==> src/rtl/core/surt_pkg.sv <==
package surt_pkg;

    localparam int DEST_W   = 16;
    localparam int CNT_IN_W = 8;
    localparam int POS_W    = 8;
    localparam int RND_W    = 3;
    localparam int STAT_W   = 3;

    typedef logic [1:0]          cmd_t;
    typedef logic [DEST_W-1:0]   node_t;
    typedef logic [CNT_IN_W-1:0] count_t;
    typedef logic [POS_W-1:0]    pos_t;
    typedef logic [RND_W-1:0]    rnd_t;
    typedef logic [STAT_W-1:0]   status_t;

    localparam cmd_t CMD_INSTALL = 2'd0;
    localparam cmd_t CMD_RELAY   = 2'd1;
    localparam cmd_t CMD_LOOKUP  = 2'd2;

    localparam status_t ST_OK      = 3'd0;
    localparam status_t ST_BAD     = 3'd1;
    localparam status_t ST_NOROUTE = 3'd2;
    localparam status_t ST_EMPTY   = 3'd3;
    localparam status_t ST_RELAY   = 3'd4;

endpackage

==> src/rtl/core/surt_if.sv <==
interface surt_req_if
    import surt_pkg::*;
();
    logic   valid;
    logic   ready;
    cmd_t   cmd;
    node_t  dest_node;
    count_t relay_count;
    pos_t   relay_position;
    node_t  relay_addr;
    rnd_t   random_slot;

    modport source (
        output valid, cmd, dest_node, relay_count, relay_position, relay_addr, random_slot,
        input  ready
    );
    modport sink (
        input  valid, cmd, dest_node, relay_count, relay_position, relay_addr, random_slot,
        output ready
    );
endinterface

interface surt_rsp_if
    import surt_pkg::*;
();
    logic       valid;
    logic       ready;
    status_t    status;
    logic [3:0] relay_count_res;
    logic [2:0] last_relay_index;
    node_t      relay_addr_res;
    logic       last;

    modport source (
        output valid, status, relay_count_res, last_relay_index, relay_addr_res, last,
        input  ready
    );
    modport sink (
        input  valid, status, relay_count_res, last_relay_index, relay_addr_res, last,
        output ready
    );
endinterface

==> src/rtl/core/single_use_source_route_table_top.sv <==
// Relay word, rejected install, unknown command: result built in EXEC, output in EMIT.
// Install and lookup: a slot scan through the slot memory read port, which stops at the
// first active slot with a matching destination, then FIN and EMIT to the first result.
// A consumed route streams its relays, each through relay memory read, capture and emit.
// One beat at a time; the next beat is accepted as soon as the last result is registered.
// Reset clears the active bits and the open slot at once; table contents need no clearing.
module single_use_source_route_table_top
    import surt_pkg::*;
#(
    parameter int ROUTE_SLOTS = 8,
    parameter int MAX_RELAYS  = 8
) (
    input  logic       clk,
    input  logic       rst_n,
    surt_req_if.sink   req,
    surt_rsp_if.source rsp
);

    localparam int SW  = (ROUTE_SLOTS > 1) ? $clog2(ROUTE_SLOTS) : 1;
    localparam int CW  = $clog2(MAX_RELAYS + 1);
    localparam int RD  = ROUTE_SLOTS * MAX_RELAYS;
    localparam int RAW = (RD > 1) ? $clog2(RD) : 1;
    localparam int EW  = DEST_W + CW;

    localparam logic [2:0] S_IDLE  = 3'd0;
    localparam logic [2:0] S_EXEC  = 3'd1;
    localparam logic [2:0] S_SCAN  = 3'd2;
    localparam logic [2:0] S_FIN   = 3'd3;
    localparam logic [2:0] S_EMIT  = 3'd4;
    localparam logic [2:0] S_RREAD = 3'd5;
    localparam logic [2:0] S_RDATA = 3'd6;

    logic [2:0]             state_reg, state_next;
    logic [ROUTE_SLOTS-1:0] active_reg, active_next;
    logic [SW-1:0]          open_slot_reg, open_slot_next;
    logic                   open_valid_reg, open_valid_next;
    logic [CW-1:0]          open_count_reg, open_count_next;
    logic [SW:0]            issue_idx_reg, issue_idx_next;
    logic                   chk_v_reg, chk_v_next;
    logic [SW-1:0]          chk_idx_reg, chk_idx_next;
    logic [SW-1:0]          pick_reg, pick_next;
    logic                   found_reg, found_next;
    logic [CW-1:0]          hit_cnt_reg, hit_cnt_next;
    logic [CW-1:0]          k_reg, k_next;
    logic                   more_reg, more_next;
    logic                   out_valid_reg, out_valid_next;

    cmd_t       cmd_reg, cmd_next;
    node_t      dest_reg, dest_next;
    count_t     count_reg, count_next;
    pos_t       pos_reg, pos_next;
    node_t      addr_reg, addr_next;
    rnd_t       rnd_reg, rnd_next;

    status_t    res_status_reg, res_status_next;
    logic [3:0] res_cnt_reg, res_cnt_next;
    logic [2:0] res_li_reg, res_li_next;
    node_t      res_addr_reg, res_addr_next;
    logic       res_last_reg, res_last_next;

    status_t    out_status_reg, out_status_next;
    logic [3:0] out_cnt_reg, out_cnt_next;
    logic [2:0] out_li_reg, out_li_next;
    node_t      out_addr_reg, out_addr_next;
    logic       out_last_reg, out_last_next;

    logic           slot_we;
    logic [SW-1:0]  slot_waddr;
    logic [EW-1:0]  slot_wdata;
    logic           slot_re;
    logic [EW-1:0]  slot_rdata;
    logic           relay_we;
    logic [RAW-1:0] relay_waddr;
    logic           relay_re;
    logic [RAW-1:0] relay_raddr;
    node_t          relay_rdata;

    node_t          rd_dest;
    logic [CW-1:0]  rd_cnt;
    logic           chk_act;
    logic           chk_match;
    logic           chk_last;
    logic           out_free;
    logic           relay_ok;
    logic [6:0]     rnd_mod;

    surt_ram #(
        .DEPTH (ROUTE_SLOTS),
        .WIDTH (EW)
    ) u_slot_ram (
        .clk   (clk),
        .we    (slot_we),
        .waddr (slot_waddr),
        .wdata (slot_wdata),
        .re    (slot_re),
        .raddr (issue_idx_reg[SW-1:0]),
        .rdata (slot_rdata)
    );

    surt_ram #(
        .DEPTH (RD),
        .WIDTH (DEST_W)
    ) u_relay_ram (
        .clk   (clk),
        .we    (relay_we),
        .waddr (relay_waddr),
        .wdata (addr_reg),
        .re    (relay_re),
        .raddr (relay_raddr),
        .rdata (relay_rdata)
    );

    assign rd_dest   = slot_rdata[EW-1:CW];
    assign rd_cnt    = slot_rdata[CW-1:0];
    assign chk_act   = active_reg[chk_idx_reg];
    assign chk_match = chk_act && (rd_dest == dest_reg);
    assign chk_last  = (chk_idx_reg == SW'(ROUTE_SLOTS - 1));
    assign out_free  = !out_valid_reg || rsp.ready;
    assign relay_ok  = open_valid_reg && (pos_reg < POS_W'(open_count_reg))
                       && (pos_reg < POS_W'(MAX_RELAYS));

    assign slot_waddr  = pick_reg;
    assign slot_wdata  = {dest_reg, CW'(count_reg)};
    assign relay_waddr = RAW'(open_slot_reg) * RAW'(MAX_RELAYS) + RAW'(pos_reg);
    assign relay_raddr = RAW'(pick_reg) * RAW'(MAX_RELAYS) + RAW'(k_reg - 1'b1);

    always_comb
    begin
        rnd_mod = 7'(rnd_reg);
        for (int j = 0; j < 8; j++)
        begin
            if (rnd_mod >= 7'(ROUTE_SLOTS))
            begin
                rnd_mod = rnd_mod - 7'(ROUTE_SLOTS);
            end
        end
    end

    always_comb
    begin
        state_next      = state_reg;
        active_next     = active_reg;
        open_slot_next  = open_slot_reg;
        open_valid_next = open_valid_reg;
        open_count_next = open_count_reg;
        issue_idx_next  = issue_idx_reg;
        chk_v_next      = 1'b0;
        chk_idx_next    = chk_idx_reg;
        pick_next       = pick_reg;
        found_next      = found_reg;
        hit_cnt_next    = hit_cnt_reg;
        k_next          = k_reg;
        more_next       = more_reg;
        out_valid_next  = out_valid_reg && !rsp.ready;
        cmd_next        = cmd_reg;
        dest_next       = dest_reg;
        count_next      = count_reg;
        pos_next        = pos_reg;
        addr_next       = addr_reg;
        rnd_next        = rnd_reg;
        res_status_next = res_status_reg;
        res_cnt_next    = res_cnt_reg;
        res_li_next     = res_li_reg;
        res_addr_next   = res_addr_reg;
        res_last_next   = res_last_reg;
        out_status_next = out_status_reg;
        out_cnt_next    = out_cnt_reg;
        out_li_next     = out_li_reg;
        out_addr_next   = out_addr_reg;
        out_last_next   = out_last_reg;
        slot_we         = 1'b0;
        slot_re         = 1'b0;
        relay_we        = 1'b0;
        relay_re        = 1'b0;
        req.ready       = 1'b0;

        case (state_reg)
            S_IDLE:
            begin
                req.ready = 1'b1;
                if (req.valid)
                begin
                    cmd_next   = req.cmd;
                    dest_next  = req.dest_node;
                    count_next = req.relay_count;
                    pos_next   = req.relay_position;
                    addr_next  = req.relay_addr;
                    rnd_next   = req.random_slot;
                    state_next = S_EXEC;
                end
            end
            S_EXEC:
            begin
                res_status_next = ST_BAD;
                res_cnt_next    = 4'd0;
                res_li_next     = 3'd0;
                res_addr_next   = '0;
                res_last_next   = 1'b1;
                more_next       = 1'b0;
                state_next      = S_EMIT;
                case (cmd_reg)
                    CMD_INSTALL:
                    begin
                        if (count_reg > CNT_IN_W'(MAX_RELAYS))
                        begin
                            open_valid_next = 1'b0;
                        end
                        else
                        begin
                            issue_idx_next = '0;
                            pick_next      = SW'(rnd_mod);
                            found_next     = 1'b0;
                            state_next     = S_SCAN;
                        end
                    end
                    CMD_RELAY:
                    begin
                        if (relay_ok)
                        begin
                            relay_we        = 1'b1;
                            res_status_next = ST_OK;
                        end
                    end
                    CMD_LOOKUP:
                    begin
                        issue_idx_next = '0;
                        found_next     = 1'b0;
                        state_next     = S_SCAN;
                    end
                    default:
                    begin
                        res_status_next = ST_BAD;
                    end
                endcase
            end
            S_SCAN:
            begin
                slot_re = (issue_idx_reg != (SW+1)'(ROUTE_SLOTS));
                if (slot_re)
                begin
                    issue_idx_next = issue_idx_reg + 1'b1;
                end
                chk_v_next   = slot_re;
                chk_idx_next = issue_idx_reg[SW-1:0];
                if (chk_v_reg)
                begin
                    if (chk_match)
                    begin
                        pick_next    = chk_idx_reg;
                        found_next   = 1'b1;
                        hit_cnt_next = rd_cnt;
                        state_next   = S_FIN;
                    end
                    else
                    begin
                        if (!chk_act && (cmd_reg == CMD_INSTALL))
                        begin
                            pick_next = chk_idx_reg;
                        end
                        if (chk_last)
                        begin
                            state_next = S_FIN;
                        end
                    end
                end
            end
            S_FIN:
            begin
                res_status_next = ST_OK;
                res_cnt_next    = 4'd0;
                res_li_next     = 3'd0;
                res_addr_next   = '0;
                res_last_next   = 1'b1;
                more_next       = 1'b0;
                state_next      = S_EMIT;
                if (cmd_reg == CMD_INSTALL)
                begin
                    slot_we               = 1'b1;
                    active_next[pick_reg] = 1'b1;
                    open_slot_next        = pick_reg;
                    open_valid_next       = 1'b1;
                    open_count_next       = CW'(count_reg);
                end
                else if (!found_reg)
                begin
                    res_status_next = ST_NOROUTE;
                end
                else if (hit_cnt_reg == '0)
                begin
                    res_status_next = ST_EMPTY;
                end
                else
                begin
                    active_next[pick_reg] = 1'b0;
                    res_cnt_next          = 4'(hit_cnt_reg);
                    res_li_next           = 3'(hit_cnt_reg - 1'b1);
                    res_last_next         = 1'b0;
                    more_next             = 1'b1;
                    k_next                = hit_cnt_reg;
                end
            end
            S_EMIT:
            begin
                if (out_free)
                begin
                    out_valid_next  = 1'b1;
                    out_status_next = res_status_reg;
                    out_cnt_next    = res_cnt_reg;
                    out_li_next     = res_li_reg;
                    out_addr_next   = res_addr_reg;
                    out_last_next   = res_last_reg;
                    state_next      = more_reg ? S_RREAD : S_IDLE;
                end
            end
            S_RREAD:
            begin
                relay_re   = 1'b1;
                state_next = S_RDATA;
            end
            S_RDATA:
            begin
                res_status_next = ST_RELAY;
                res_cnt_next    = 4'd0;
                res_li_next     = 3'd0;
                res_addr_next   = relay_rdata;
                res_last_next   = (k_reg == CW'(1));
                more_next       = (k_reg != CW'(1));
                k_next          = k_reg - 1'b1;
                state_next      = S_EMIT;
            end
            default:
            begin
                state_next = S_IDLE;
            end
        endcase
    end

    always_ff @(posedge clk or negedge rst_n)
    begin
        if (!rst_n)
        begin
            state_reg      <= S_IDLE;
            active_reg     <= '0;
            open_slot_reg  <= '0;
            open_valid_reg <= 1'b0;
            issue_idx_reg  <= '0;
            chk_v_reg      <= 1'b0;
            found_reg      <= 1'b0;
            more_reg       <= 1'b0;
            out_valid_reg  <= 1'b0;
        end
        else
        begin
            state_reg      <= state_next;
            active_reg     <= active_next;
            open_slot_reg  <= open_slot_next;
            open_valid_reg <= open_valid_next;
            issue_idx_reg  <= issue_idx_next;
            chk_v_reg      <= chk_v_next;
            found_reg      <= found_next;
            more_reg       <= more_next;
            out_valid_reg  <= out_valid_next;
        end
    end

    always_ff @(posedge clk)
    begin
        open_count_reg <= open_count_next;
        chk_idx_reg    <= chk_idx_next;
        pick_reg       <= pick_next;
        hit_cnt_reg    <= hit_cnt_next;
        k_reg          <= k_next;
        cmd_reg        <= cmd_next;
        dest_reg       <= dest_next;
        count_reg      <= count_next;
        pos_reg        <= pos_next;
        addr_reg       <= addr_next;
        rnd_reg        <= rnd_next;
        res_status_reg <= res_status_next;
        res_cnt_reg    <= res_cnt_next;
        res_li_reg     <= res_li_next;
        res_addr_reg   <= res_addr_next;
        res_last_reg   <= res_last_next;
        out_status_reg <= out_status_next;
        out_cnt_reg    <= out_cnt_next;
        out_li_reg     <= out_li_next;
        out_addr_reg   <= out_addr_next;
        out_last_reg   <= out_last_next;
    end

    assign rsp.valid            = out_valid_reg;
    assign rsp.status           = out_status_reg;
    assign rsp.relay_count_res  = out_cnt_reg;
    assign rsp.last_relay_index = out_li_reg;
    assign rsp.relay_addr_res   = out_addr_reg;
    assign rsp.last             = out_last_reg;

`ifndef SYNTHESIS
    a_open_count: assert property (@(posedge clk) disable iff (!rst_n)
        open_valid_reg |-> (open_count_reg <= CW'(MAX_RELAYS)))
        else $error("open slot relay count above limit");

    a_wr_excl: assert property (@(posedge clk) disable iff (!rst_n)
        !(slot_we && relay_we))
        else $error("slot and relay memory written in the same cycle");

    a_rdata: assert property (@(posedge clk) disable iff (!rst_n)
        (state_reg == S_RDATA) |-> ($past(state_reg) == S_RREAD))
        else $error("relay data captured without a read");

    a_relay_k: assert property (@(posedge clk) disable iff (!rst_n)
        (state_reg == S_RREAD) |-> (k_reg != '0))
        else $error("relay read with no relays left");

    a_hit_active: assert property (@(posedge clk) disable iff (!rst_n)
        ((state_reg == S_FIN) && (cmd_reg == CMD_LOOKUP) && found_reg)
        |-> active_reg[pick_reg])
        else $error("lookup hit on an inactive slot");
`endif

endmodule

==> src/rtl/core/surt_ram.sv <==
module surt_ram #(
    parameter int DEPTH = 8,
    parameter int WIDTH = 16,
    localparam int AW = (DEPTH > 1) ? $clog2(DEPTH) : 1
) (
    input  logic             clk,
    input  logic             we,
    input  logic [AW-1:0]    waddr,
    input  logic [WIDTH-1:0] wdata,
    input  logic             re,
    input  logic [AW-1:0]    raddr,
    output logic [WIDTH-1:0] rdata
);

    logic [WIDTH-1:0] mem [DEPTH];
    logic [WIDTH-1:0] rdata_reg;

    always_ff @(posedge clk)
    begin
        if (we)
        begin
            mem[waddr] <= wdata;
        end
    end

    always_ff @(posedge clk)
    begin
        if (re)
        begin
            rdata_reg <= mem[raddr];
        end
    end

    assign rdata = rdata_reg;

endmodule

==> src/flat_wrapper.sv <==
// flat-port wrapper written by rule: the top's interface ports become plain ports
module single_use_source_route_table_top_flat import surt_pkg::*;
#(
    parameter int ROUTE_SLOTS = 8,
    parameter int MAX_RELAYS  = 8
)
  (clk, rst_n, req_valid, req_cmd, req_dest_node, req_relay_count, req_relay_position, req_relay_addr, req_random_slot, req_ready, rsp_valid, rsp_status, rsp_relay_count_res, rsp_last_relay_index, rsp_relay_addr_res, rsp_last, rsp_ready);
  surt_req_if req_i ();
  surt_rsp_if rsp_i ();
  input  logic clk;
  input  logic rst_n;
  input wire logic [$bits(req_i.valid)-1:0] req_valid;
  input wire logic [$bits(req_i.cmd)-1:0] req_cmd;
  input wire logic [$bits(req_i.dest_node)-1:0] req_dest_node;
  input wire logic [$bits(req_i.relay_count)-1:0] req_relay_count;
  input wire logic [$bits(req_i.relay_position)-1:0] req_relay_position;
  input wire logic [$bits(req_i.relay_addr)-1:0] req_relay_addr;
  input wire logic [$bits(req_i.random_slot)-1:0] req_random_slot;
  output wire logic [$bits(req_i.ready)-1:0] req_ready;
  output wire logic [$bits(rsp_i.valid)-1:0] rsp_valid;
  output wire logic [$bits(rsp_i.status)-1:0] rsp_status;
  output wire logic [$bits(rsp_i.relay_count_res)-1:0] rsp_relay_count_res;
  output wire logic [$bits(rsp_i.last_relay_index)-1:0] rsp_last_relay_index;
  output wire logic [$bits(rsp_i.relay_addr_res)-1:0] rsp_relay_addr_res;
  output wire logic [$bits(rsp_i.last)-1:0] rsp_last;
  input wire logic [$bits(rsp_i.ready)-1:0] rsp_ready;
  assign req_i.valid = req_valid;
  assign req_i.cmd = req_cmd;
  assign req_i.dest_node = req_dest_node;
  assign req_i.relay_count = req_relay_count;
  assign req_i.relay_position = req_relay_position;
  assign req_i.relay_addr = req_relay_addr;
  assign req_i.random_slot = req_random_slot;
  assign req_ready = req_i.ready;
  assign rsp_valid = rsp_i.valid;
  assign rsp_status = rsp_i.status;
  assign rsp_relay_count_res = rsp_i.relay_count_res;
  assign rsp_last_relay_index = rsp_i.last_relay_index;
  assign rsp_relay_addr_res = rsp_i.relay_addr_res;
  assign rsp_last = rsp_i.last;
  assign rsp_i.ready = rsp_ready;
  single_use_source_route_table_top #(.ROUTE_SLOTS(ROUTE_SLOTS), .MAX_RELAYS(MAX_RELAYS)) u_core (.clk(clk), .rst_n(rst_n), .req(req_i), .rsp(rsp_i));
endmodule
==> config.mk <==
export PLATFORM = sky130hd
export DESIGN_NAME = single_use_source_route_table_top_flat
export DESIGN_NICKNAME = d
export VERILOG_FILES = /design/src/rtl/core/surt_pkg.sv /design/src/rtl/core/surt_if.sv /design/src/rtl/core/single_use_source_route_table_top.sv /design/src/rtl/core/surt_ram.sv /design/src/flat_wrapper.sv
export SDC_FILE = /design/constraint.sdc
export NUM_CORES = 1
export LEC_CHECK = 0
export ABC_AREA = 1
export BUFFER_PORTS_ARGS = -buffer_cell sky130_fd_sc_hd__clkbuf_2
export CORE_ASPECT_RATIO = 0.9
export CORE_MARGIN = 2
export CORE_UTILIZATION = 30
export DETAILED_ROUTE_END_ITERATION = 8
export SYNTH_ARGS = -nofsm -noshare
export SYNTH_HDL_FRONTEND = slang
export SYNTH_SLANG_ARGS = --single-unit
export TNS_END_PERCENT = 20
==> constraint.sdc <==
create_clock -name clk -period 6.36 [get_ports clk]
set_input_delay 0.954 -clock clk [delete_from_list [all_inputs] [get_ports clk]]
set_output_delay 0.954 -clock clk [all_outputs]
set_load 0.01 [all_outputs]
==> summary by stage <==
STA
At the pin with the least slew margin, the transition time is 1.22 ns. The total count of max-transition violations in the final report was 0. Adding up every negative setup slack in the final design gives 0 ns.

The highest achievable clock rate is 241 MHz. For the finished layout, the period the worst path requires is 4.15 ns. The number of hold violations in the final report is 0.

Setup violations remaining at the end of the flow were counted as 0. The share of the cycle needed by the critical path after routing is 0.653. Setup repair after global routing left no endpoint under its margin. The final setup skew is 0.0347 ns. In this run the tightest slew margin relative to its limit is 0.185. The final worst-path setup slack is 2.21 ns.

Worst setup path
Traced cell by cell, the critical path runs through inv_8, ha_4, inv_8, buf_12, nand3_1, nand3_1, nand2_1, nand2_1, nand3_1, nand3_1, nand2_1. The master of the slowest instance on the critical path is sky130_fd_sc_hd__inv_8. In this run the worst path has a maximum fanout of 121. The required arrival time at the worst endpoint is 6.88 ns. The kind of cell with the highest combined delay along the critical path is buffers and inverters. The critical path contains buffers and inverters numbering 3 combined. The worst setup path is captured at a flip-flop. The path depth of the worst reg2reg path is 11. The dominant cell type by count on the critical path is sky130_fd_sc_hd__nand3_1. The worst setup path is launched from a flip-flop.

The critical path runs through a total of 11 cells. STA puts the critical path data arrival time at 4.67 ns. By startpoint and endpoint, the worst setup path is classified as flip-flop to flip-flop. On the worst path, the slowest cell contributes a delay of 0.68 ns.

Clock tree
Counting along the longest clock path gives a buffer depth of 3. TritonCTS created 135 clock buffers. The post-cts repair resize count is 0.

The number of setup buffers added after CTS is 0. The clock network latency to the later pin of the worst-skew pair is 0.79 ns. In this run the number of H-tree levels came out at 4. CTS saw 1368 sinks. The hold-fix buffer count after cts is 0. After clock tree synthesis, the clock-pin slew on the worst setup and hold paths is 0.06 ns. TritonCTS built the clock tree. The root buffer cell is sky130_fd_sc_hd__clkbuf_16.

Yosys
The count of mapped cells out of synthesis is 4519. The post-synthesis area per instance is 12.1 µm². Synthesis instantiated 33 different standard cells from the library.

The total standard cell area after synthesis is 0.0547 mm². The count of synthesis-stage warnings from yosys is 0. The share of the Yosys chip area taken by registers is 0.748. The number of storage elements in the synthesis netlist is 1368.

The number of nets handed over by synthesis was 4588.

Worst hold path
The worst hold path class is primary input to asynchronous set/reset pin.

Detailed routing
The count of vias placed by the detailed router is 34.8k. The first detailed-routing pass took 9 iterations. The routed length per placed instance is 20.3 µm. The total length of routed wires is 144 mm. The residual antenna-violating net count after detailed routing is 0.

The average vias per placed instance is 4.91. The first routing iteration left 3916 violations. In the routed design, unresolved DRC markers number 0.

Global routing
In the global route stage, overall resource usage came out at 0.154. The overflow left after global routing is 0. Entering global routing, the biggest net connects 212 pins. The number of antenna violations at the first check in global routing is 3. The wire length of the first global-routing pass is 216 mm. The number of global-route vias before repair was 33.6k.

Floorplan
The die area is 0.186 mm². The number of rows created at floorplan is 148. The overall die width is 454 µm. The effective utilization at floorplan is 0.302. From bottom edge to top edge, the die measures 409 µm. 86 I/O pins were placed. The region available for standard cell placement spans 0.181 mm².

Pwr
The share of total power dissipated in sequential elements is 0.462. Overall power consumption after layout is estimated at 23600 µW. The relative contribution of the clock network to total power is 0.337. In this run the power spent charging and discharging nets is 7310 µW. The internal portion of the total power is 16300 µW. Of the total power, the share spent switching nets is 0.309. Of the total power, combinational logic draws 0.201. For this design the static power due to leakage is 0.0221 µW. The worst supply voltage drop on vdd is 0.267 mV. The power per cell area is 377 mW/mm².

Placement
The port buffer count is 85. Summing all placed instances gives a cell area of 0.0583 mm². The congestion estimate from routability-driven global placement came to 0.909. The worst setup slack before clock tree synthesis is 2.20 ns. The half-perimeter wire length of the detailed placement result is 78.3 mm.

Final layout
The design area is 0.0626 mm². The footprint of the flip-flops and latches is 0.0410 mm². The layout cell share with drive strength beyond 1 is 0.0997.

The count of filler cells inserted in the layout is 17.6k. Relative to the synthesized area, the layout overhead comes to 14.4%. The footprint of the multi-input gates is 0.0126 mm². The number of flip-flops under the largest register name is 1024. The final-stage net count is 4657.

Run status
The run finished with clean final reports.

Run
The max-capacitance violation count is 0.
==> placed cells by master, fill, tap and decap left out, types with 2 or more instances in the layout <==
cell type                    Yosys  final
sky130_fd_sc_hd__o21ai_0       113    113
sky130_fd_sc_hd__clkinv_8        0      2
sky130_fd_sc_hd__nor2_1        228    219
sky130_fd_sc_hd__nor3_2          0     53
sky130_fd_sc_hd__a21oi_1         7      7
sky130_fd_sc_hd__fa_1            2      2
sky130_fd_sc_hd__clkinv_1        3     25
sky130_fd_sc_hd__nor2_2          1      4
sky130_fd_sc_hd__ha_1           10      8
sky130_fd_sc_hd__o22ai_1        20     20
sky130_fd_sc_hd__o21ai_1         2      2
sky130_fd_sc_hd__inv_1         105    104
sky130_fd_sc_hd__nand3_1       884    884
sky130_fd_sc_hd__inv_8           0      2
sky130_fd_sc_hd__clkinvlp_4      0      2
sky130_fd_sc_hd__dfrtp_1        23     22
sky130_fd_sc_hd__inv_6           0      6
sky130_fd_sc_hd__nor2_4          0      6
sky130_fd_sc_hd__buf_4          17    105
sky130_fd_sc_hd__xnor2_1         3      3
sky130_fd_sc_hd__nor3_1         72      6
sky130_fd_sc_hd__clkinv_2        0     20
sky130_fd_sc_hd__clkbuf_16       0    141
sky130_fd_sc_hd__nor3_4          0     13
sky130_fd_sc_hd__bufinv_16       0     11
sky130_fd_sc_hd__a31oi_1        21     21
sky130_fd_sc_hd__clkbuf_8        0      2
sky130_fd_sc_hd__nand4_1         4      4
sky130_fd_sc_hd__nand2_1      1396   1396
sky130_fd_sc_hd__xor2_1          4      4
sky130_fd_sc_hd__buf_12          0      6
sky130_fd_sc_hd__clkbuf_1       70     33
sky130_fd_sc_hd__inv_2           3      2
sky130_fd_sc_hd__edfxtp_1     1345   1345
sky130_fd_sc_hd__clkbuf_2        0     85
==> worst register-to-register path: stages (launching register included) <==
cell and delay [ns]:
sky130_fd_sc_hd__edfxtp_1 0.53, sky130_fd_sc_hd__inv_8 0.40, sky130_fd_sc_hd__ha_4 0.49, sky130_fd_sc_hd__inv_8 0.70, sky130_fd_sc_hd__buf_12 0.44, sky130_fd_sc_hd__nand3_1 0.16
sky130_fd_sc_hd__nand3_1 0.16, sky130_fd_sc_hd__nand2_1 0.11, sky130_fd_sc_hd__nand2_1 0.08, sky130_fd_sc_hd__nand3_1 0.42, sky130_fd_sc_hd__nand3_1 0.33, sky130_fd_sc_hd__nand2_1 0.08
==> power by group through the flow <==
stage / combinational (µW) / clock, µW / sequential [µW]
final: 4740 / 7970 / 10900
after global routing: 5140 / 8430 / 11000
after CTS: 4650 / 8080 / 10900
after detailed placement: 4650 / 0 / 11100
after global placement: 4610 / 0 / 11100
after floorplan: 2590 / 0 / 11200
==> per-stage QoR <==
stage	util	std cells	hold WS (ns)
after detailed placement	0.322	6851	0.407
after floorplan	-	4519	0.400
final	0.346	7093	0.185
after CTS	0.346	7092	0.177
after global placement	0.322	6851	0.405
after global routing	0.346	7093	0.234
==> cells in the mapped netlist <==
| library cell | number | area [µm²] |
|---|---|---|
| sky130_fd_sc_hd__nor2_2 | 1 | 6.26 |
| sky130_fd_sc_hd__o21a_1 | 1 | 7.51 |
| sky130_fd_sc_hd__clkbuf_1 | 70 | 263 |
| sky130_fd_sc_hd__nor3b_1 | 1 | 7.51 |
| sky130_fd_sc_hd__buf_4 | 17 | 128 |
| sky130_fd_sc_hd__xnor2_2 | 2 | 32.5 |
| sky130_fd_sc_hd__a21oi_1 | 7 | 35.0 |
| sky130_fd_sc_hd__a21o_1 | 1 | 7.51 |
| sky130_fd_sc_hd__dfrtp_1 | 23 | 576 |
| sky130_fd_sc_hd__nor2_1 | 228 | 856 |
| sky130_fd_sc_hd__o21ai_1 | 2 | 10.0 |
| sky130_fd_sc_hd__xnor2_1 | 3 | 26.3 |
| sky130_fd_sc_hd__edfxtp_1 | 1345 | 40400 |
| sky130_fd_sc_hd__o21bai_1 | 1 | 7.51 |
| sky130_fd_sc_hd__or2_2 | 1 | 6.26 |
| sky130_fd_sc_hd__ha_1 | 10 | 125 |
| sky130_fd_sc_hd__nand3b_1 | 1 | 7.51 |
| sky130_fd_sc_hd__o21ai_0 | 113 | 566 |
| sky130_fd_sc_hd__buf_1 | 18 | 67.6 |
| sky130_fd_sc_hd__or3_1 | 1 | 6.26 |
| sky130_fd_sc_hd__nand3_1 | 884 | 4420 |
| sky130_fd_sc_hd__inv_2 | 3 | 11.3 |
| sky130_fd_sc_hd__inv_1 | 105 | 394 |
| sky130_fd_sc_hd__xor2_1 | 4 | 35.0 |
| sky130_fd_sc_hd__a31oi_1 | 21 | 131 |
| sky130_fd_sc_hd__nor3_1 | 72 | 360 |
| sky130_fd_sc_hd__o22ai_1 | 20 | 125 |
| sky130_fd_sc_hd__nand2_1 | 1396 | 5240 |
| sky130_fd_sc_hd__buf_2 | 158 | 791 |
| sky130_fd_sc_hd__nand4_1 | 4 | 25.0 |
| sky130_fd_sc_hd__fa_1 | 2 | 40.0 |
| sky130_fd_sc_hd__clkinv_1 | 3 | 11.3 |
| sky130_fd_sc_hd__buf_6 | 1 | 11.3 |
==> cell families after synthesis <==
group | synth area share
and+or+nand+nor | 0.200
DFF | 0.748
buffers and inverters | 0.0306
AOI/OAI and AO/OA | 0.0163
adders and majority gates | 0.00302
xor gates and xnor gates | 0.00171
==> layout make-up <==
class	count	area share
Antenna cell	1	0.0000400
Clock buffer	176	0.0588
Clock inverter	65	0.0102
Inverter	111	0.00693
Multi-Input combinational cell	2776	0.201
Sequential cell	1368	0.654
Tap cell	2400	0.0479
Timing Repair Buffer	196	0.0213
==> worst paths after layout <==
kind                                                      from                                      end  slack, ns
min reg2reg                u_core.res_cnt_reg[3]$_SDFFCE_PP0P_  u_core.rsp.relay_count_res[3]$_DFFE_PP_       0.42
min                                                      rst_n              u_core.more_reg$_DFFE_PN0P_       0.19
max in group asynchronous                                rst_n      u_core.issue_idx_reg[0]$_DFFE_PN0P_       5.73
min in group clk                             req_dest_node[12]            u_core.dest_reg[12]$_DFFE_PP_       0.34
max                                  u_core.k_reg[0]$_DFFE_PP_   u_core.u_relay_ram.rdata[13]$_DFFE_PP_       2.21
max reg2reg                          u_core.k_reg[0]$_DFFE_PP_   u_core.u_relay_ram.rdata[13]$_DFFE_PP_       2.21
==> per-layer routing <==
metal	part of all wire	vias to the layer above	global-route usage	wire (µm)
met5	0	-	0	0
met2	0.44	1299	0.228	63700
met1	0.45	17300	0.223	64700
met3	0.090	173	0.0346	13000
met4	0.020	0	0.0452	2880
li1	-	16000	-	-
(Power assumes the default switching activity.)
